**src/rtl/assert_macros.svh**
```systemverilog
// Assertion macros used by the top level, project_world_to_screen.
// Needs a clock named clk and a synchronous reset named rst in scope.
`ifndef ASSERT_MACROS_SVH
`define ASSERT_MACROS_SVH

// Property must hold at every clock edge outside reset.
`define PWS_ASSERT(label, prop, msg) \
  label: assert property (@(posedge clk) disable iff (rst) (prop)) else $error(msg);

// Expression must never be true outside reset.
`define PWS_NEVER(label, expr, msg) \
  label: assert property (@(posedge clk) disable iff (rst) !(expr)) else $error(msg);

`endif

```
**src/rtl/pws_pkg.sv**
```systemverilog
// Types, constants and helpers for the world-to-screen projection pipeline.
// No dependencies.
package pws_pkg;

  localparam int CW     = 50;   // clip coordinate width, signed
  localparam int MW     = 50;   // numerator magnitude width
  localparam int DW     = 49;   // divisor magnitude width
  localparam int PW     = 72;   // scaled numerator width
  localparam int QW     = 32;   // quotient bits produced by the divider
  localparam int IDXW   = 3;
  localparam int DATAW  = 64;
  localparam int VPW    = 14;

  localparam logic [IDXW-1:0] REG_ROW0   = 3'd0;
  localparam logic [IDXW-1:0] REG_ROW1   = 3'd1;
  localparam logic [IDXW-1:0] REG_ROW2   = 3'd2;
  localparam logic [IDXW-1:0] REG_ROW3   = 3'd3;
  localparam logic [IDXW-1:0] REG_WIDTH  = 3'd4;
  localparam logic [IDXW-1:0] REG_HEIGHT = 3'd5;

  localparam logic signed [31:0] S32_MAX = 32'sh7fffffff;
  localparam logic signed [31:0] S32_MIN = 32'sh80000000;

  typedef struct packed {
    logic signed [31:0] world_x;
    logic signed [31:0] world_y;
    logic signed [31:0] world_z;
  } in_t;

  typedef struct packed {
    logic signed [31:0] screen_x;
    logic signed [31:0] screen_y;
    logic signed [31:0] depth_ndc;
    logic               w_is_zero;
    logic               clamped;
  } out_t;

  typedef struct packed {
    logic [3:0][DATAW-1:0] row;
    logic [VPW-1:0]        width;
    logic [VPW-1:0]        height;
  } cfg_t;

  // Numerator magnitudes and signs after the matrix transform.
  typedef struct packed {
    logic [2:0][MW-1:0] mag;
    logic [2:0]         neg;
    logic [DW-1:0]      den;
    logic               wz;
  } num_t;

  typedef struct packed {
    logic [DW-1:0] rem;
    logic [QW-1:0] sh;
    logic          sat;
    logic          neg;
  } lane_t;

  typedef struct packed {
    lane_t [2:0]   lane;
    logic [DW-1:0] den;
    logic          wz;
  } div_t;

  function automatic logic signed [15:0] coef(input logic [DATAW-1:0] row,
                                               input int col);
    return $signed(row[16*col +: 16]);
  endfunction

endpackage

```
**src/rtl/pws_scale.sv**
```systemverilog
// Viewport scaling of the numerators and divider setup (2 stages).
// Depends on pws_pkg.
module pws_scale import pws_pkg::*; (
  input  logic clk,
  input  logic rst,
  input  logic en,
  input  logic vin,
  input  num_t din,
  input  cfg_t cfg,
  output logic vout,
  output div_t dout
);

  logic [63:0] px, py;
  num_t n4;
  logic v4;
  logic [PW-1:0] p [3];

  always_ff @(posedge clk) begin
    if (en) begin
      px <= 64'(din.mag[0]) * 64'(cfg.width);
      py <= 64'(din.mag[1]) * 64'(cfg.height);
      n4 <= din;
    end
  end

  // times 128 for Q24.8 halving, times 65536 for Q16.16 depth
  always_comb begin
    p[0] = {px, 7'b0, 1'b0} >> 1;
    p[1] = {py, 7'b0, 1'b0} >> 1;
    p[2] = PW'({n4.mag[2], 16'h0000});
  end

  always_ff @(posedge clk) begin
    if (en) begin
      for (int i = 0; i < 3; i++) begin
        // quotient of 2^32 or more can only saturate
        dout.lane[i].sat <= (DW'(p[i][PW-1:QW]) >= n4.den);
        dout.lane[i].rem <= (DW'(p[i][PW-1:QW]) >= n4.den) ? '0 : DW'(p[i][PW-1:QW]);
        dout.lane[i].sh  <= p[i][QW-1:0];
        dout.lane[i].neg <= n4.neg[i];
      end
      dout.den <= n4.den;
      dout.wz  <= n4.wz;
    end
  end

  always_ff @(posedge clk) begin
    if (rst) begin
      v4 <= 1'b0;
      vout <= 1'b0;
    end else if (en) begin
      v4 <= vin;
      vout <= v4;
    end
  end

endmodule

```
**config.mk**
```make
export PLATFORM = sky130hd
export DESIGN_NAME = pws_scale
export DESIGN_NICKNAME = d
export VERILOG_FILES = /design/src/rtl/assert_macros.svh /design/src/rtl/pws_pkg.sv /design/src/rtl/pws_scale.sv
export SDC_FILE = /design/constraint.sdc
export NUM_CORES = 2
export LEC_CHECK = 0
export ABC_AREA = 1
export BUFFER_PORTS_ARGS = -buffer_cell sky130_fd_sc_hd__buf_2
export CAP_MARGIN = 20
export CORE_MARGIN = 5
export CORE_UTILIZATION = 45
export CTS_CLUSTER_SIZE = 10
export DETAILED_ROUTE_END_ITERATION = 10
export PLACE_DENSITY = 0.67
export SLEW_MARGIN = 5
export SYNTH_ARGS = -nofsm -noshare
export SYNTH_HDL_FRONTEND = slang
export SYNTH_SLANG_ARGS = --single-unit
```
**constraint.sdc**
```tcl
create_clock -name clk -period 7.6 [get_ports clk]
set_input_delay 1.14 -clock clk [delete_from_list [all_inputs] [get_ports clk]]
set_output_delay 1.14 -clock clk [all_outputs]
set_load 0.005 [all_outputs]
```
==> Yosys cells after proc, flatten, opt, wreduce, memory -nomap -nowiden <==
Index checks and enable logic that the tools add are counted.
{ "totals": {"register_bits": 502, "input_bits": 491, "out_inout_bits": 300, "elab_cells": 30} }
{ "op_classes": {"multipliers": 2, "order_cmp": 3} }
{ "op_table": {"columns": ["op", "n"], "rows": [
  ["$mul A50 B14 Y64", 2],
  ["$ge A39 B49 Y1", 2],
  ["$ge A34 B49 Y1", 1]
]} }

==> Logic depth before layout (Yosys ltp) <==
{ "depth": {"depth_word": 1, "mapped_depth": 29, "depth_no_buf": 27} }

==> Worst setup path before layout <==
OpenSTA, ideal clock, no wires.
{ "synth_timing": {"kind": "input to register", "from": "input port cfg[5] in the netlist's numbering", "to": "register py[42] (data pin)", "setup_ps": 252, "t_arrival_ps": 6007, "required_time_ps": 7348, "slack_ps": 1340, "path_stages": 24, "n_path_buf": 2, "path_cell_list": "clkbuf_1 clkbuf_1 nand2_1 fa_1 inv_1 fa_1 inv_1 fa_1 inv_1 fa_1 fa_1 inv_1 fa_1 inv_1 ha_1 nand2_1 nor2_1 nand2_1 nor2_1 nand2_1 nand3_1 nand3_1 nand3_1 nand2_1"} }
{ "synth_between": {"elab_chain_cells": 1} }
{ "synth_lines": {"columns": ["item", "line", "text"], "rows": [
  ["start, declared", "pws_scale.sv:9", "input cfg_t cfg,"],
  ["$mul A50 B14 Y64", "pws_scale.sv:22", "py <= 64'(din.mag[1]) * 64'(cfg.height);"],
  ["end signal, assigned", "pws_scale.sv:22", null],
  ["end, declared", "pws_scale.sv:14", "logic [63:0] px, py;"]
]} }
Every way passes these cells.
A chain may end at the register's enable or synchronous reset.

==> Worst setup path after layout <==
{ "layout_timing": {"from": "input port cfg[23] in the netlist's numbering", "to": "register px[40] (data pin)"} }
{ "layout_between": {"elab_chain_cells": 1} }
{ "layout_lines": {"columns": ["item", "line", "text"], "rows": [
  ["$mul A50 B14 Y64", "pws_scale.sv:21", "px <= 64'(din.mag[0]) * 64'(cfg.width);"],
  ["end signal, assigned", "pws_scale.sv:21", null],
  ["end, declared", "pws_scale.sv:14", null]
]} }
Every way passes these cells.

==> results.cfg <==
[routing]
drt-wirelength-per-cell_um = 18.4
antenna_left = 0
wl_met2_mm = 88.4
m1WireLength_mm = 84.5
routed_wl_mm = 193
vias = 51659
drc = 0
drt_pass1_iterations = 5
maxUsedRoutingLayer = met5
wl_met3_mm = 15.2
routed_via_density = 4.93
drtIter0Drc = 4073

[synthesis]
yosysSeqAreaShare_pct = 21.1
synth_top_family_by_area = adder cells
synth.lib_cells_used.distinct = 40
syn_inst = 8208
synth_compound_area_share_pct = 1.45
synth_adder_area_share_pct = 41.5
yosys_warnings = 0
synth_area_mm2 = 0.0664
synth_xor_area_share_pct = 0.898
synth_seq_cells = 467
synthSimpleGateAreaFrac_pct = 19.5
synth_area_leaders = fa_1, edfxtp_1, nand2_1
synth_ff_type = edfxtp_1
yosysTopAreaCell = fa_1
synth_mux_area_share_pct = 0
synth_edf_count = 465
synthArstFlopShare_pct = 0
synth_top_area_share_pct = 34.6
synthesis.area_per_instance_um2 = 8.08

[floorplanning]
dieArea_mm2 = 0.155
std_cell_rows = 141
core_area_mm2 = 0.147
start_util_pct = 45.1
die_h_um = 394
io_pins = 791
die_x_um = 394

[sta]
rsz0062_at_grt = false
finalSetupViolations = 0
hold_viol = 0
drv_slew = 0
worstMarginPinSlew_ps = 1050
min_period_ps = 6700
fin_crit_sh_pct = 88.1
fmax_ghz = 0.149
final.setup_skew_ps = 36.1
slew_headroom_pct = 30.3
finalSetupTns_ps = 0

[finish]
most-common-layout-cells = nand2_1, inv_1, fa_1
final_layout_size_suffix_gt1_share_pct = 7.38
fillCellCount = 14259
layout.nets = 10523
area_growth_pct = 8.73
final_common_cell = nand2_1

[critical_path]
crit_chain = buf_2, nand2_1, fa_1, inv_1, fa_1, fa_1, fa_1, fa_1, inv_1, fa_1, inv_1, ha_1, nand2_1, nor2_1, nand2_1, nor2_1, o21ai_0, nand3_1, buf_4, nand3_1, nand3_1, nand2_1
end_kind = flop
crit_slowest_cell = buf_2
worst_ep_arrival_time_ps = 7030
critPathKind = input port to flop
cp.required_ps = 7940
slowest_delay_ps = 730
cp_max_fo = 38
cpMostUsedCell = fa_1
cp-start-kind = input port

[cts]
cts_tree = yes
clkSinkCount = 467
cts_resized = 0
cts_max_path_buffers = 3
cts_setup_buffers = 0
cts_hold_buf = 0
root_buffer = clkbuf_16
numCtsBuffers = 55
clk_latency_ps = 620
clk_pin_slew_worst_paths_ps = 60
cts_htree_levels = 2

[global_routing]
grt_max_degree = 169
gr-usage-all-layers_pct = 24.8
antenna_found_initial = 15
grt_pass1_wl_mm = 303
grt-ovfl-total = 0
grt_pass1_vias = 52736

[placed_design]
port_buffers = 469
dpl.hpwl_mm = 158
gp_congestion = 0.943

[run]
drv_cap = 0

[outcome]
status = finished clean

[hold_path]
min_path_type = flop to flop
[logic make-up after synthesis]
group | after synthesis
flops | 467
xor+xnor | 68
fa+ha+maj | 1514
simple gates | 3302
compound gates | 181
buf+inv | 2675
other cells | 1
[critical path: cells and delay by family]
kind / cells / cell delay [ps]
AO/OA/AOI/OAI: 1 / 100
AND/OR/NAND/NOR: 9 / 1160
buffers and inverters: 5 / 1050
adder cells (fa/ha/maj): 7 / 3570
[registers in the layout, summed over array words and instances (netlist names)]
signal / cells
dout: 234
v4: 1
n4: 103
py: 64
px: 64
vout: 1
[cells in the mapped netlist, types with 2 or more instances]
cell,number
dfxtp_1,2
nand3_2,2
nor2_2,4
nand2_1,2675
fa_1,1146
o21ai_0,24
buf_2,6
edfxtp_1,465
o21a_1,3
nand4_1,38
xor2_1,65
nor2_4,11
inv_2,3
nand3_1,145
clkbuf_1,268
a21oi_1,133
inv_1,2326
nand2_2,3
ha_1,368
nor3_2,9
o21bai_1,16
nor3b_1,4
xnor2_1,3
nor2_1,377
nor3_1,27
o21ai_1,2
buf_4,65
nand3b_1,2
nor4_1,2
buf_6,4
[path summary, 6_finish.rpt]
kind,start,to,slack [ps],cells after the start
max,cfg[23],px[40],900,22
min,py[2],dout[144],410,0
max reg2reg,n4[9],dout[85],4530,12
min reg2reg,py[2],dout[144],410,0
[per-stage QoR]
step	hold WS [ps]	util [%]	instance area, um^2	setup WS [ps]	cells
6_report	407	49.0	72200	903	10481
4_1_cts	409	49.0	72100	1060	10472
5_1_grt	412	49.0	72100	603	10476
2_1_floorplan	400	-	66600	1340	8272
3_3_place_gp	400	47.9	70500	451	10391
3_5_place_dp	405	47.9	70500	392	10391
[final cells by class]
| class | count | area [um^2] | share of cell area, % |
|---|---|---|---|
| clock inverter | 9 | 134 | 0.186 |
| inverter | 2331 | 8750 | 12.1 |
| antenna | 9 | 22.5 | 0.0312 |
| clock buffer | 72 | 1460 | 2.02 |
| sequential | 467 | 14000 | 19.4 |
| tap | 1930 | 2410 | 3.35 |
| multi-input combinational | 5130 | 42300 | 58.6 |
| timing repair buffer | 533 | 3110 | 4.31 |
[per-layer routing]
layer / vias up / GRT usage, %
li1: 23915 / -
met1: 25394 / 35.6
met2: 2050 / 39.8
met3: 292 / 3.80
met4: 8 / 6.04
met5: - / 0
Power is left out: the tool's default activity adds up to more than one toggle a clock period on the data nets, which glitch-free logic cannot reach.
