--- src/rtl/assert_macros.svh ---
// Assertion macros used by the top level, project_world_to_screen.
// Needs a clock named clk and a synchronous reset named rst in scope.
`ifndef ASSERT_MACROS_SVH
`define ASSERT_MACROS_SVH

// Property must hold at every clock edge outside reset.
`define PWS_ASSERT(label, prop, msg) \
  label: assert property (@(posedge clk) disable iff (rst) (prop)) else $error(msg);

// Expression must never be true outside reset.
`define PWS_NEVER(label, expr, msg) \
  label: assert property (@(posedge clk) disable iff (rst) !(expr)) else $error(msg);

`endif

--- src/rtl/pws_pkg.sv ---
// Types, constants and helpers for the world-to-screen projection pipeline.
// No dependencies.
package pws_pkg;

  localparam int CW     = 50;   // clip coordinate width, signed
  localparam int MW     = 50;   // numerator magnitude width
  localparam int DW     = 49;   // divisor magnitude width
  localparam int PW     = 72;   // scaled numerator width
  localparam int QW     = 32;   // quotient bits produced by the divider
  localparam int IDXW   = 3;
  localparam int DATAW  = 64;
  localparam int VPW    = 14;

  localparam logic [IDXW-1:0] REG_ROW0   = 3'd0;
  localparam logic [IDXW-1:0] REG_ROW1   = 3'd1;
  localparam logic [IDXW-1:0] REG_ROW2   = 3'd2;
  localparam logic [IDXW-1:0] REG_ROW3   = 3'd3;
  localparam logic [IDXW-1:0] REG_WIDTH  = 3'd4;
  localparam logic [IDXW-1:0] REG_HEIGHT = 3'd5;

  localparam logic signed [31:0] S32_MAX = 32'sh7fffffff;
  localparam logic signed [31:0] S32_MIN = 32'sh80000000;

  typedef struct packed {
    logic signed [31:0] world_x;
    logic signed [31:0] world_y;
    logic signed [31:0] world_z;
  } in_t;

  typedef struct packed {
    logic signed [31:0] screen_x;
    logic signed [31:0] screen_y;
    logic signed [31:0] depth_ndc;
    logic               w_is_zero;
    logic               clamped;
  } out_t;

  typedef struct packed {
    logic [3:0][DATAW-1:0] row;
    logic [VPW-1:0]        width;
    logic [VPW-1:0]        height;
  } cfg_t;

  // Numerator magnitudes and signs after the matrix transform.
  typedef struct packed {
    logic [2:0][MW-1:0] mag;
    logic [2:0]         neg;
    logic [DW-1:0]      den;
    logic               wz;
  } num_t;

  typedef struct packed {
    logic [DW-1:0] rem;
    logic [QW-1:0] sh;
    logic          sat;
    logic          neg;
  } lane_t;

  typedef struct packed {
    lane_t [2:0]   lane;
    logic [DW-1:0] den;
    logic          wz;
  } div_t;

  function automatic logic signed [15:0] coef(input logic [DATAW-1:0] row,
                                               input int col);
    return $signed(row[16*col +: 16]);
  endfunction

endpackage

--- src/rtl/pws_output.sv ---
// Sign, saturation and zero-w handling into the output register.
// Depends on pws_pkg.
module pws_output import pws_pkg::*; (
  input  logic clk,
  input  logic rst,
  input  logic en,
  input  logic vin,
  input  div_t din,
  output logic vout,
  output out_t dout
);

  logic signed [31:0] val [3];
  logic [2:0] clp;

  always_comb begin
    for (int i = 0; i < 3; i++) begin
      val[i] = '0;
      clp[i] = 1'b0;
      if (!din.wz) begin
        if (din.lane[i].neg) begin
          if (din.lane[i].sat || din.lane[i].sh > 32'h80000000) begin
            val[i] = S32_MIN;
            clp[i] = 1'b1;
          end else begin
            val[i] = $signed(32'h0 - din.lane[i].sh);
          end
        end else begin
          if (din.lane[i].sat || din.lane[i].sh[QW-1]) begin
            val[i] = S32_MAX;
            clp[i] = 1'b1;
          end else begin
            val[i] = $signed(din.lane[i].sh);
          end
        end
      end
    end
  end

  always_ff @(posedge clk) begin
    if (en) begin
      dout.screen_x  <= val[0];
      dout.screen_y  <= val[1];
      dout.depth_ndc <= val[2];
      dout.w_is_zero <= din.wz;
      dout.clamped   <= |clp;
    end
  end

  always_ff @(posedge clk) begin
    if (rst) begin
      vout <= 1'b0;
    end else if (en) begin
      vout <= vin;
    end
  end

endmodule

--- config.mk ---
export PLATFORM = sky130hd
export DESIGN_NAME = pws_output
export DESIGN_NICKNAME = d
export VERILOG_FILES = /design/src/rtl/assert_macros.svh /design/src/rtl/pws_pkg.sv /design/src/rtl/pws_output.sv
export SDC_FILE = /design/constraint.sdc
export NUM_CORES = 1
export LEC_CHECK = 0
export ABC_CLOCK_PERIOD_IN_PS = 3100
export BUFFER_PORTS_ARGS = -buffer_cell sky130_fd_sc_hd__buf_2
export CORE_AREA = 2 2 157 159
export CTS_CLUSTER_DIAMETER = 40
export DETAILED_ROUTE_END_ITERATION = 8
export DIE_AREA = 0 0 159 161
export PLACE_DENSITY = 0.59
export SYNTH_ARGS = -nofsm -noshare
export SYNTH_HDL_FRONTEND = slang
export SYNTH_SLANG_ARGS = --single-unit
--- constraint.sdc ---
create_clock -name clk -period 3.1 [get_ports clk]
set_clock_uncertainty 0.05 [all_clocks]
set_input_delay 0.62 -clock clk [delete_from_list [all_inputs] [get_ports clk]]
set_output_delay 0.62 -clock clk [all_outputs]
set_load 0.02 [all_outputs]
* Word-level counts from Yosys, hierarchy flattened
Cells that the tools add are included.
** Operators by class
- Reductions and logical operators :: 7
- Mux-type cells :: 21
- Add/subtract/negate cells :: 3
- $lt $le $gt $ge :: 3
** Operators with widths (number)
- 32-bit 2-to-1 mux :: 9
- 32-bit > comparator, second input constant :: 3
- 1-bit by 32-bit subtractor with 32-bit output, first input constant :: 3
- 1-bit 2-to-1 mux :: 12
- 1-bit logical OR :: 6
- 3-bit OR reduction :: 1
** Word-level totals
- Output and inout port bits :: 99
- Register bits after elaboration :: 99
- Word-level logic and storage cells :: 40
- Input bits :: 303

* Longest topological paths before layout
- Depth after elaboration :: 6
- Depth in mapped cells :: 8
- Gate-level depth less buffers :: 7

* Least setup slack after synthesis
Ideal clock, no wire load.
- Kind :: input to register
- Start point :: in din[136] (netlist name)
- End point :: reg dout[57] (netlist name), data pin
- Path buffers :: 1
- Arrival :: 2.550 ns
- Stages on the path :: 8
- Library setup time :: 0.174 ns
- Required time :: 2.876 ns
- Setup slack :: 0.326 ns
- Path through :: inv_1 -> ha_1 -> or4b_1 -> nor4_2 -> nor4b_4 -> o31ai_4 -> buf_6 -> a311oi_1
** On the way
- Word-level cells in the longest chain between the ends :: 4
- Elaborated cells on any way between the ends :: 5
- Classes of those cells :: add/sub (1); order compare (1); mux (2); reduce/logical (1)
** RTL lines
- start: declaration :: line pws_output.sv:8 : input div_t din,
- 32-bit > comparator :: line pws_output.sv:22 : if (din.lane[i].sat || din.lane[i].sh > 32'h80000000) begin
- 1-bit logical OR :: line pws_output.sv:22
- 32-bit 2-to-1 mux * :: line pws_output.sv:22
- 32-bit 2-to-1 mux * :: line pws_output.sv:21 : if (din.lane[i].neg) begin
- end: declaration :: line pws_output.sv:10 : output out_t dout
Every way passes the cells marked *; elsewhere a longest branch is shown, timed or not.
A chain may end at the register's enable or synchronous reset.

* Final worst setup path
- Start point :: in din[136] (netlist name)
- End point :: reg dout[0] (netlist name), data pin
** On the way
- Word-level cells in the longest chain between the ends :: 6
** RTL lines
- 32-bit > comparator :: line pws_output.sv:22
- 1-bit logical OR :: line pws_output.sv:22
- 1-bit 2-to-1 mux :: line pws_output.sv:22
- 1-bit 2-to-1 mux :: line pws_output.sv:21
- 1-bit 2-to-1 mux :: line pws_output.sv:20 : if (!din.wz) begin
- 3-bit OR reduction :: line pws_output.sv:46 : dout.clamped <= |clp;
Every way passes these cells.

==> summary.md <==
| Metric | Value |
|---|---|
| Worst VDD drop | 0.255 mV |
| Mapped Area | 6500 um^2 |
| Clk buf depth | 2 |
| Initial core utilization | 27.1% |
| Seq cells post-synth | 99 |
| Overall Global Routing Usage | 16.5% |
| Reg clk slew, reported paths | 0.08 ns |
| CTS H-tree lvls | 3 |
| Most frequent cells in the layout | buf_2 (204), edfxtp_1 (98), a21oi_1 (71) |
| Top flip-flop cell by instance count after synthesis | edfxtp_1 |
| Max stage delay on crit path | 0.51 ns |
| Worst slew margin | 52.3% |
| CTS tree | yes |
| Share of cells above drive strength 1 | 31.8% |
| CTS sink cnt | 99 |
| Post-DP HPWL | 15600 um |
| Required time worst endpoint | 3.13 ns |
| Seq pwr share | 44.9% |
| Gr ovfl total | 0 |
| Area delta synth->final | 29.3% |
| Crit-path slowest cell | or4b_1 |
| Gate power share | 20.1% |
| Drt initial violations | 535 |
| Leakage power | 3.05 nW |
| Final nets | 1216 |
| Final Max Slew Viols | 0 |
| Fmax | 361 MHz |
| Seq/Total Area, Yosys | 45.6% |
| Via-to-Cell Ratio | 5.34 |
| DIE HEIGHT | 161 um |
| Max Fanout on Critical Path | 11 |
| Initial antenna violation count | 6 |
| Post-Syn Area per Cell | 9.27 um^2 |
| Worst R2R Setup Slack | 2.46 ns |
| Clock share of power | 35.0% |
| Worst path cell trace | buf_2, inv_1, ha_1, or4b_1, nor4_2, buf_4, nand2_1, o31ai_1, buf_4, a41oi_1 |
| Post-synth EDFFs | 98 |
| CP most frequent cell | buf_4 |
| Net switching power of the design | 1.08 mW |
| Hold crit path type | in2reg |
| Routed Antenna Nets | 0 |
| Vias in the first global route | 6074 |
| Max-Cap Viols | 0 |
| Buffers inserted by post-CTS timing repair | 0 |
| DRC errors left | 0 |
| Int Power | 2.57 mW |
| Dpl ws | -0.00183 ns |
| PD cells | 435 nW/um^2 |
| Final Cell Area | 8400 um^2 |
| Vias | 6624 |
| Worst setup margin | 0.328 ns |
| Total CTS buffers | 9 |
| Global-route wire length before repair | 33600 um |
| Input/output buffers | 205 |
| Slew @ Worst Pin | 0.715 ns |
| CP endpoint kind | flop |
| Final setup violation count | 0 |
| Num rows | 57 |
| Post-Syn Nets | 1007 |
| Final worst-path cycle share | 89.4% |
| CORE AREA | 24000 um^2 |
| Area after DPL | 8070 um^2 |
| Largest net degree at the start of global routing | 100 |
| Final Hold Viols | 0 |
| Post-CTS Hold Buffers | 0 |
| Most common cell after layout, fill and taps aside | buf_2 |
| Worst-Skew Late Latency | 0.35 ns |
| Asr flop ratio synth | 0% |
| Synthesized instance count | 701 |
| IO Count | 402 |
| CP arrival | 2.80 ns |
| Setup repair after global routing missed its margin | no |
| Synth unique cells | 64 |
| WL per Instance | 17.2 um |
| Total wire length | 21300 um |
| Crit path kind | in2reg |
| Clock Tree Root | clkbuf_16 |
| Worst setup SP type | input port |
| Resized Gates After CTS | 0 |
| RePlAce Congestion | 0.835 |
| Switching Share | 29.6% |
| Final min period | 2.77 ns |
| Router iterations before antenna repair | 6 |
| Die area | 25600 um^2 |
| Status | finished, final reports clean |
| Syn. warnings | 0 |
| Die Wd | 159 um |
==> through the flow <==
stage	utilization (%)	hold slack, ns	TNS (ns)	std cells	power [mW]
final	35.1	0.366	0	1241	3.65
after global placement	33.7	0.431	-0.0103	1223	2.40
after detailed placement	33.7	0.457	-0.00183	1223	2.40
after floorplan	-	0.529	0	701	2.05
after CTS	35.0	0.350	0	1239	3.69
after global routing	35.0	0.355	0	1239	3.81
==> cell families (layout without fill, tap and decap cells) <==
logic type,Yosys count,count (layout),share of synthesized area [%]
simple gates,317,317,26.4
compound gates,205,205,21.8
flops,99,99,45.6
buf+inv,67,281,4.14
mux,7,7,1.08
fa+ha+maj,3,3,0.578
xor+xnor,3,3,0.404
other cells,0,2,0
==> area by class of cell <==
type / instances / area (um^2)
multi-input combinational: 535 / 3270
antenna: 2 / 5.00
clock inverter: 6 / 96.3
fill: 2537 / 15600
sequential: 99 / 2960
inverter: 18 / 67.6
tap: 324 / 405
timing repair buffer: 247 / 1370
clock buffer: 10 / 229
==> worst paths after layout <==
kind,end,startpoint,depth (start not counted)
setup / recovery,dout[0]$_DFFE_PP_,din[136],10
hold / removal,vout$_SDFFE_PP0P_,rst,2
setup reg to reg,vout$_SDFFE_PP0P_,vout$_SDFFE_PP0P_,2
hold reg to reg,vout$_SDFFE_PP0P_,vout$_SDFFE_PP0P_,2
==> flip-flops by register name (all words and copies together), names as in the netlist <==
| name | count |
|---|---|
| dout | 98 |
| vout | 1 |
==> per-layer routing <==
metal	vias to the layer above	track usage [%]	share of wire [%]
li1	3212	-	-
met1	3104	24.1	49
met2	275	23.1	40
met3	25	5.52	9.5
met4	8	4.21	1.2
met5	-	0	0.23
==> critical path, delay by kind of cell <==
family                   cells  cell delay [ns]
AO/OA/AOI/OAI                2             0.43
adder cells (fa/ha/maj)      1             0.16
buffers and inverters        4             0.60
AND/OR/NAND/NOR              3             1.00
==> power groups by stage <==
stage / sequential (mW) / clock, mW / combinational (mW)
floorplan: 1.81 / 0 / 0.238
global placement: 1.67 / 0 / 0.729
detailed placement: 1.67 / 0 / 0.733
CTS: 1.64 / 1.31 / 0.736
global route: 1.65 / 1.36 / 0.802
finish: 1.64 / 1.28 / 0.734
==> Yosys cell counts, drive strengths merged, types with 3 or more instances <==
master | instances | area [um^2]
o21ai | 19 | 95.1
nand2 | 55 | 206
o311a | 3 | 30.0
nor2b | 3 | 18.8
nand3 | 38 | 190
nor2 | 68 | 255
nand4 | 22 | 138
or3 | 12 | 75.1
inv | 18 | 67.6
nor4 | 23 | 171
edfxtp | 98 | 2940
clkbuf | 43 | 161
or4 | 14 | 113
a21oi | 71 | 355
mux2i | 7 | 70.1
a31oi | 9 | 56.3
o31ai | 5 | 51.3
nand4b | 9 | 78.8
a221oi | 3 | 26.3
xnor2 | 3 | 26.3
and2 | 3 | 18.8
o211a | 4 | 40.0
nand2b | 6 | 37.5
nor3 | 38 | 205
ha | 3 | 37.5
buf | 6 | 40.0
a311oi | 42 | 368
nor3b | 4 | 30.0
or2 | 11 | 68.8
nand3b | 3 | 22.5
o22ai | 12 | 75.1
a211oi | 12 | 100
Note: power is estimated with default switching activity, not from simulation.
