### config.mk
export PLATFORM = sky130hd
export DESIGN_NAME = pws_div_step
export DESIGN_NICKNAME = d
export VERILOG_FILES = /design/src/rtl/assert_macros.svh /design/src/rtl/pws_pkg.sv /design/src/rtl/pws_div_step.sv
export SDC_FILE = /design/constraint.sdc
export NUM_CORES = 1
export LEC_CHECK = 0
export BUFFER_PORTS_ARGS = -buffer_cell sky130_fd_sc_hd__buf_2
export CORE_AREA = 2 2 234 236
export CTS_BUF_LIST = sky130_fd_sc_hd__clkbuf_8
export CTS_CLUSTER_SIZE = 8
export DETAILED_ROUTE_END_ITERATION = 10
export DIE_AREA = 0 0 236 238
export GPL_TIMING_DRIVEN = 0
export PLACE_DENSITY = 0.61
export SLEW_MARGIN = 10
export SYNTH_ARGS = -nofsm -noshare
export SYNTH_HDL_FRONTEND = slang
export SYNTH_SLANG_ARGS = --single-unit
### constraint.sdc
create_clock -name clk -period 4.8 [get_ports clk]
set_input_delay 0.96 -clock clk [delete_from_list [all_inputs] [get_ports clk]]
set_output_delay 0.96 -clock clk [all_outputs]
set_load 0.005 [all_outputs]
### src/rtl/assert_macros.svh
// Assertion macros used by the top level, project_world_to_screen.
// Needs a clock named clk and a synchronous reset named rst in scope.
`ifndef ASSERT_MACROS_SVH
`define ASSERT_MACROS_SVH

// Property must hold at every clock edge outside reset.
`define PWS_ASSERT(label, prop, msg) \
  label: assert property (@(posedge clk) disable iff (rst) (prop)) else $error(msg);

// Expression must never be true outside reset.
`define PWS_NEVER(label, expr, msg) \
  label: assert property (@(posedge clk) disable iff (rst) !(expr)) else $error(msg);

`endif

### src/rtl/pws_pkg.sv
// Types, constants and helpers for the world-to-screen projection pipeline.
// No dependencies.
package pws_pkg;

  localparam int CW     = 50;   // clip coordinate width, signed
  localparam int MW     = 50;   // numerator magnitude width
  localparam int DW     = 49;   // divisor magnitude width
  localparam int PW     = 72;   // scaled numerator width
  localparam int QW     = 32;   // quotient bits produced by the divider
  localparam int IDXW   = 3;
  localparam int DATAW  = 64;
  localparam int VPW    = 14;

  localparam logic [IDXW-1:0] REG_ROW0   = 3'd0;
  localparam logic [IDXW-1:0] REG_ROW1   = 3'd1;
  localparam logic [IDXW-1:0] REG_ROW2   = 3'd2;
  localparam logic [IDXW-1:0] REG_ROW3   = 3'd3;
  localparam logic [IDXW-1:0] REG_WIDTH  = 3'd4;
  localparam logic [IDXW-1:0] REG_HEIGHT = 3'd5;

  localparam logic signed [31:0] S32_MAX = 32'sh7fffffff;
  localparam logic signed [31:0] S32_MIN = 32'sh80000000;

  typedef struct packed {
    logic signed [31:0] world_x;
    logic signed [31:0] world_y;
    logic signed [31:0] world_z;
  } in_t;

  typedef struct packed {
    logic signed [31:0] screen_x;
    logic signed [31:0] screen_y;
    logic signed [31:0] depth_ndc;
    logic               w_is_zero;
    logic               clamped;
  } out_t;

  typedef struct packed {
    logic [3:0][DATAW-1:0] row;
    logic [VPW-1:0]        width;
    logic [VPW-1:0]        height;
  } cfg_t;

  // Numerator magnitudes and signs after the matrix transform.
  typedef struct packed {
    logic [2:0][MW-1:0] mag;
    logic [2:0]         neg;
    logic [DW-1:0]      den;
    logic               wz;
  } num_t;

  typedef struct packed {
    logic [DW-1:0] rem;
    logic [QW-1:0] sh;
    logic          sat;
    logic          neg;
  } lane_t;

  typedef struct packed {
    lane_t [2:0]   lane;
    logic [DW-1:0] den;
    logic          wz;
  } div_t;

  function automatic logic signed [15:0] coef(input logic [DATAW-1:0] row,
                                               input int col);
    return $signed(row[16*col +: 16]);
  endfunction

endpackage

### src/rtl/pws_div_step.sv
// One restoring division step for the three lanes, registered.
// Depends on pws_pkg.
module pws_div_step import pws_pkg::*; (
  input  logic clk,
  input  logic rst,
  input  logic en,
  input  logic vin,
  input  div_t din,
  output logic vout,
  output div_t dout
);

  logic [DW:0] t [3];
  logic        ge [3];

  always_comb begin
    for (int i = 0; i < 3; i++) begin
      t[i]  = {din.lane[i].rem, din.lane[i].sh[QW-1]};
      ge[i] = (t[i] >= {1'b0, din.den});
    end
  end

  always_ff @(posedge clk) begin
    if (en) begin
      for (int i = 0; i < 3; i++) begin
        dout.lane[i].rem <= ge[i] ? DW'(t[i] - {1'b0, din.den}) : DW'(t[i]);
        dout.lane[i].sh  <= {din.lane[i].sh[QW-2:0], ge[i]};
        dout.lane[i].sat <= din.lane[i].sat;
        dout.lane[i].neg <= din.lane[i].neg;
      end
      dout.den <= din.den;
      dout.wz  <= din.wz;
    end
  end

  always_ff @(posedge clk) begin
    if (rst) begin
      vout <= 1'b0;
    end else if (en) begin
      vout <= vin;
    end
  end

endmodule

Word level (Yosys, flattened, before mapping). Cells that the tools add are included.

Input port bits: 303. Output and inout port bits: 300. Register bits after elaboration: 300. Word-level logic and storage cells: 24.

$add $sub $neg: 3. $lt $le $gt $ge: 3. Mux-type cells: 3.

Operators by type and width (count): $ge 50x49->1 (3); $mux 49 (3); $sub 49x49->49 (3).

Longest topological paths before layout. Gate-level depths: netlist of the first run.

Depth in word-level cells: 2. Gate-level depth with buffers: 16. Mapped depth without buffers: 14.

Worst setup path after synthesis of the first run. OpenSTA, ideal clock, no wires.

Path type: in2reg. Start: input port din[83] (netlist name). End: register dout[115] (netlist name) (data pin). Slack: 976 ps. Stages: 14. Data required time: 4538 ps. Data arrival time: 3562 ps. Buffers on the path: 1. Library setup time: 262 ps. Cell sequence: inv_1 -> ha_1 -> inv_1 -> fa_1 -> a21o_1 -> a311o_1 -> a31oi_2 -> nand3_1 -> a21oi_2 -> o21ai_1 -> o31ai_2 -> nand2_1 -> buf_2 -> mux2_1.

Cells in the longest elaborated chain, start to end: 2. Elaborated cells between the ends (all ways): 3. Classes of those cells: add/sub (1); order compare (1); mux (1).

RTL lines: start: declaration (RTL line pws_div_step.sv:8) `input div_t din,`; $sub 49x49->49 / $ge 50x49->1 (equally long branches) (RTL line pws_div_step.sv:26, pws_div_step.sv:19); $mux 49 (*) (RTL line pws_div_step.sv:26) `dout.lane[i].rem <= ge[i] ? DW'(t[i] - {1'b0, din.den}) : DW'(t[i]);`; end: declaration (RTL line pws_div_step.sv:10) `output div_t dout`.

Every way passes the cells marked *; elsewhere a longest branch is shown, timed or not. A chain may end at the register's enable or synchronous reset.

Worst setup path in the final report of the first run.
Start: input port din[166] (netlist name). End: register dout[188] (netlist name) (data pin).

The elaborated chain is that of the path after synthesis.

==> qor.yml, run 1 <==
overflow: 0
yosysWarnings: 0
clockBufferDepth: 3
area_growth_pct: 26.5
cts-root-buf: "clkbuf_8"
ys.flop_type: "edfxtp_1"
io_buffers: 602
clk_latency_ns: 0.64
syn_area_per_cell_sq_um: 10.2
finalHoldViolations: 0
cap_violations: 0
max_stage_delay_ns: 0.58
dr_wl_met3_um: 5230
crit_fanout: 10
antenna_found_initial: 20
multi_input_area_sq_um: 9330
async_flop_share: 0
post_cts_buffers: 0
dp_hpwl_um: 63700
finalSetupViolCount: 0
core_area_sq_um: 53500
fill_cells: 5138
drc: 0
synth_edf_count: 299
power_density_nw_per_um2: 334
gp_congestion: 0.933
min_path_type: "input pin to flop"
slew_headroom: 0.442
fmax_mhz: 214
status: "finished clean"
cts_inserted_buffers: 56
cts_htree_levels: 2
final_cell_mix: "620 x buf_2, 299 x edfxtp_1, 200 x nand2_1, 193 x a21oi_1, 156 x o21ai_0"
cts_resized: 0
initial_core_util: 0.356
wl_per_cell_um: 23.6
seq_area_sq_um: 9000
grt_util_all_layers: 0.265
vias: 17569
top_layer: "met5"
die_w_um: 236
drtPass1Iterations: 7
ir_drop_v: 0.000188
drtIter0Drc: 1143
drt-met1-wl_um: 30600
syn_area_sq_um: 19000
ys_ff_latch: 300
yosysSeqAreaShare: 0.473
nNetsFinal: 2988
post-route-period-util: 0.974
rsz0062_at_grt: "no"
ys_types: 76
stdcell_count: 3282
startpoint_type: "input pin"
antenna_left: 0
drive_gt1_frac: 0.288
placed_cells: 3173
grt_pass1_wl_um: 111000
clock-sinks: 300
routed_via_density: 5.35
grt_pass1_vias: 17528
crit_arrival_ns: 5.05
total_leakage_power_nw: 10.6
crit_path_end_kind: "flop"
synth_nets: 2326
die_y_um: 238
slew_violations: 0
num_rows: 85
cts_hold_buf: 0
ios: 603
clk_pin_slew_ns: 0.06
final.min_clock_period_ns: 4.68
die-area_sq_um: 56200
worst-setup-path-type: "input pin to flop"
mostFrequentLayoutCell: "buf_2"
wl_met2_um: 38900
wl_um: 77500
setup_tns_ns: 0
dp_slack_ns: -0.554
synth_cells: 1873
skew_ns: 0
grt_max_degree: 119
crit_required_ns: 5.17
worstPathCellList: "buf_2 > inv_1 > ha_1 > inv_1 > fa_1 > a21oi_1 > o22ai_1 > o211ai_1 > nand4_1 > a211oi_1 > o21ai_1 > nand2_1 > o21a_1 > buf_2 > buf_4 > mux2_2"
slowest_stage: "a211oi_1"
tritoncts: "yes"
worstMarginPinSlew_ns: 0.830
worst_slack_ns: 0.123
worst paths after layout:
kind / from / to / slack (ns) / cells after the start
worst min-delay path: rst / vout / 0.47 / 2
worst min register to register: vout / vout / 0.50 / 2
worst max-delay path: din[166] / dout[188] / 0.12 / 16
worst max register to register: vout / vout / 4.22 / 2
stage by stage:
stage               hold WS, ns  cell area [sq um]  power (mW)  utilization
global placement          0.471              22900        5.66        0.428
finish                    0.471              24100        8.05        0.450
floorplan                 0.485              19000        4.63            -
CTS                       0.403              24000        8.13        0.449
detailed placement        0.487              23000        5.66        0.429
global route              0.426              24000        8.45        0.450
critical path: cells and delay by family:
kind | cells | cell delay, ns
multiplexers | 1 | 0.39
buffers and inverters | 5 | 0.95
AO/OA/AOI/OAI | 6 | 1.76
AND/OR/NAND/NOR | 2 | 0.40
adder cells (fa/ha/maj) | 2 | 0.59
registers in the layout (all words and copies together) (netlist names):
signal / count
vout: 1
dout: 299
Yosys cell counts (11+ instances only):
library cell | n | area (sq um)
a211oi_1 | 14 | 105
a21o_1 | 81 | 608
a21oi_1 | 193 | 966
a31oi_1 | 18 | 113
and3_1 | 12 | 75.1
buf_2 | 19 | 95.1
clkbuf_1 | 50 | 188
edfxtp_1 | 299 | 8980
ha_1 | 147 | 1840
inv_1 | 94 | 353
mux2_2 | 11 | 124
nand2_1 | 200 | 751
nand2b_1 | 18 | 113
nand3_1 | 27 | 135
nand4_1 | 43 | 269
nor2_1 | 116 | 435
nor2b_1 | 20 | 125
nor3_1 | 23 | 115
o21a_1 | 13 | 97.6
o21ai_0 | 156 | 781
o21ai_1 | 14 | 70.1
o21bai_1 | 32 | 240
xnor2_1 | 70 | 613
xor2_1 | 63 | 552
layer usage:
metal | global-route usage | vias up
li1 | - | 8287
met1 | 0.310 | 8466
met2 | 0.477 | 657
met3 | 0.0598 | 135
met4 | 0.0892 | 24
met5 | 0 | -
where the power goes:
part	total [mW]	switching, mW	internal, mW
sequential	3.37	0.0905	3.28
clock	2.43	1.16	1.27
combinational	2.24	1.36	0.882
cells by family after synthesis:
logic type,Yosys count,synth area share
XOR/XNOR,133,0.0612
buffers and inverters,169,0.0364
multiplexers,18,0.0107
AND/OR/NAND/NOR,502,0.122
AO/OA/AOI/OAI,601,0.197
adder cells (fa/ha/maj),150,0.0998
flip-flops,300,0.473
final cells by class:
type                       count  share of cell area
multi-input combinational   1404               0.388
sequential                   300               0.374
timing repair buffer         604               0.128
tap                          696              0.0362
clock buffer                  57              0.0326
inverter                      94              0.0147
buffer                        75              0.0141
clock inverter                43              0.0118
antenna                        9            0.000936
No activity file was read; power rests on OpenSTA's default activity.
==> run 2, diff against run 1 <==
--- a/config.mk
+++ b/config.mk
@@ -12,7 +12,7 @@
 export DETAILED_ROUTE_END_ITERATION = 10
 export DIE_AREA = 0 0 236 238
 export GPL_TIMING_DRIVEN = 0
-export PLACE_DENSITY = 0.61
+export PLACE_DENSITY = 0.69
 export SLEW_MARGIN = 10
 export SYNTH_ARGS = -nofsm -noshare
 export SYNTH_HDL_FRONTEND = slang
==> run 2 against run 1 <==
  * Cell count is 0.34% lower
  * Sequential share of layout area is 0.074 points higher
  * Sequential cell count stayed put
  * Utilization is 0.089 points lower
  * Via count is 0.67% higher
  * Clock power is 2% lower
  * First-iteration DRC count is 1.1% higher
==> qor.yml, run 2 (synthesis gave the netlist of run 1 again) <==
min_path_cells: 2  # unchanged
mostFrequentLayoutCell: "buf_2"
io_buffers: 602  # unchanged
skew_ns: 0  # unchanged
cts_hold_buf: 0  # unchanged
drc: 0  # unchanged
gp_congestion: 0.958  # +2.7%
crit_arrival_ns: 4.93  # -0.12 ns
worst_r2r_path_depth: 2  # unchanged
slowest_stage: "or4_1"
total_leakage_power_nw: 10.6  # about the same
max_stage_delay_ns: 0.47  # -0.11 ns
clk_pin_slew_ns: 0.06  # about the same
cts_htree_levels: 2  # unchanged
tritoncts: "yes"
rsz0062_at_grt: "no"
rr_startpoint: "vout"
area_growth_pct: 26.2
ios: 603  # unchanged
clk_latency_ns: 0.63  # about the same
fill_cells: 5158  # +0.39%
die_w_um: 236  # unchanged
overflow: 0  # unchanged
reg.largest.list: "dout x299, vout x1"
critPathBufInv: 5  # unchanged
cp_num_cells: 14  # -2
worstMarginPinSlew_ns: 0.789  # -0.0403 ns
min_path_type: "input pin to flop"
finalHoldViolations: 0  # unchanged
grt_max_degree: 119  # unchanged
power_density_nw_per_um2: 332  # -0.68%
reg2reg_slack_ns: 4.21  # about the same
num_rows: 85  # unchanged
fmax_mhz: 219  # +2.4%
drive_gt1_frac: 0.288  # +0.000395
drtPass1Iterations: 6  # -1
grt_pass1_wl_um: 109000  # -1.5%
worst-setup-path-type: "input pin to flop"
drtIter0Drc: 1156  # +1.1%
crit_fanout: 10  # unchanged
core_area_sq_um: 53500  # unchanged
power_frac_comb: 0.281  # +0.002
antenna_found_initial: 21  # +5.0%
crit_required_ns: 5.16  # about the same
worst_hold_slack_ns: 0.479  # +0.00765 ns
die_y_um: 238  # unchanged
cts-root-buf: "clkbuf_8"
dp_hpwl_um: 62200  # -2.5%
cts_inserted_buffers: 53  # -5.4%
largest_register_ffs: 299  # unchanged
final.min_clock_period_ns: 4.57  # -0.108 ns
utilization: 0.449  # -0.000889
status: "finished clean"
crit_end: "dout[89]"
clockBufferDepth: 3  # unchanged
reg2reg_to: "vout"
startpoint_type: "input pin"
critPathLaunch: "din[28]"
sequentialPowerShare: 0.423  # +0.004
routed_via_density: 5.41  # +1.0%
grt_pass1_vias: 17569  # +0.23%
vias: 17687  # +0.67%
cell_internal_pwr_mw: 5.40  # -0.56%
finalSetupViolCount: 0  # unchanged
post-route-period-util: 0.952  # -0.0224
clkPwrFrac: 0.297  # -0.005
wl_um: 76200  # -1.6%
top_register: "dout"
slew_headroom: 0.469  # +0.0272
p_switching_mw: 2.57  # -1.5%
wl_per_cell_um: 23.3  # -1.3%
cp_top_family: "simple AND/OR/NAND/NOR gates"
grt_util_all_layers: 0.259  # -0.00541
worst_slack_ns: 0.230  # +0.108 ns
final_cell_mix: "620 x buf_2, 299 x edfxtp_1, 200 x nand2_1, 193 x a21oi_1, 156 x o21ai_0"
nNetsFinal: 2985  # -0.10%
crit_path_end_kind: "flop"
worstPathCellList: "buf_2 > inv_1 > ha_1 > clkbuf_1 > nand2_1 > or4_1 > nor3_1 > nand4_1 > o21ai_1 > nor2_1 > nand2_1 > buf_4 > buf_2 > a21oi_1"
switching_share: 0.323  # -0.00215
cap_violations: 0  # unchanged
antenna_left: 0  # unchanged
ir_drop_v: 0.000202  # +7.2%
dp_slack_ns: -0.697  # -0.143 ns
slew_violations: 0  # unchanged
initial_core_util: 0.356  # unchanged
clock-sinks: 300  # unchanged
die-area_sq_um: 56200  # unchanged
run 2: changes by cell type in the layout (fill, tap and decap cells not counted), sizes merged:
cell / delta
diode: -4
clkbuf: -1
clkinv: -11
inv: +6
clkinvlp: -1
run 2: through the flow:
| step | setup TNS (ns) | std cells | total power, mW | area, sq um |
|---|---|---|---|---|
| 2_1_floorplan | 0 | 1873 | 4.63 | 19000 |
| 3_3_place_gp | -505.04 | 3171 | 5.64 | 22900 |
| 3_5_place_dp | -41.83 | 3173 | 5.64 | 23000 |
| 4_1_cts | 0 | 3266 | 8.04 | 24000 |
| 5_1_grt | 0 | 3267 | 8.37 | 24000 |
| 6_report | 0 | 3271 | 7.98 | 24000 |
run 2: per-layer routing:
layer / global-route usage / share of wire / vias up
met2: 0.460 / 0.50 / 694
met4: 0.0938 / 0.034 / 28
met1: 0.305 / 0.39 / 8542
met3: 0.0618 / 0.074 / 152
met5: 0 / 0.0025 / -
li1: - / - / 8271
run 2: power by group through the flow:
stage	Combinational (mW)	Sequential, mW	Clock (mW)
6_report	2.24	3.37	2.37
5_1_grt	2.44	3.40	2.53
4_1_cts	2.24	3.37	2.43
3_5_place_dp	2.22	3.42	0
3_3_place_gp	2.20	3.44	0
2_1_floorplan	1.17	3.45	0
run 2: cell type report:
cell class | instances | area [sq um] | share of cell area
Tap cell | 696 | 871 | 0.0363
Buffer | 75 | 340 | 0.0142
Clock buffer | 56 | 771 | 0.0321
Sequential cell | 300 | 9000 | 0.375
Inverter | 94 | 353 | 0.0147
Antenna cell | 5 | 12.5 | 0.000521
Multi-Input combinational cell | 1404 | 9350 | 0.389
Timing Repair Buffer | 604 | 3080 | 0.128
Clock inverter | 37 | 248 | 0.0103
run 2: worst min-delay path by stage:
stage             start         to  slack [ns]
6_report            rst       vout        0.48
5_1_grt        din[135]  dout[136]        0.46
4_1_cts             rst       vout        0.44
3_5_place_dp       vout       vout        0.49
3_3_place_gp       vout       vout        0.47
2_1_floorplan      vout       vout        0.48
run 2: what timing repair did:
item / CTS / global route
gates resized for setup: 1 / 3
setup buffers: 0 / 0
endpoints found under the setup margin: 1 / 18
pin swaps: 0 / 0
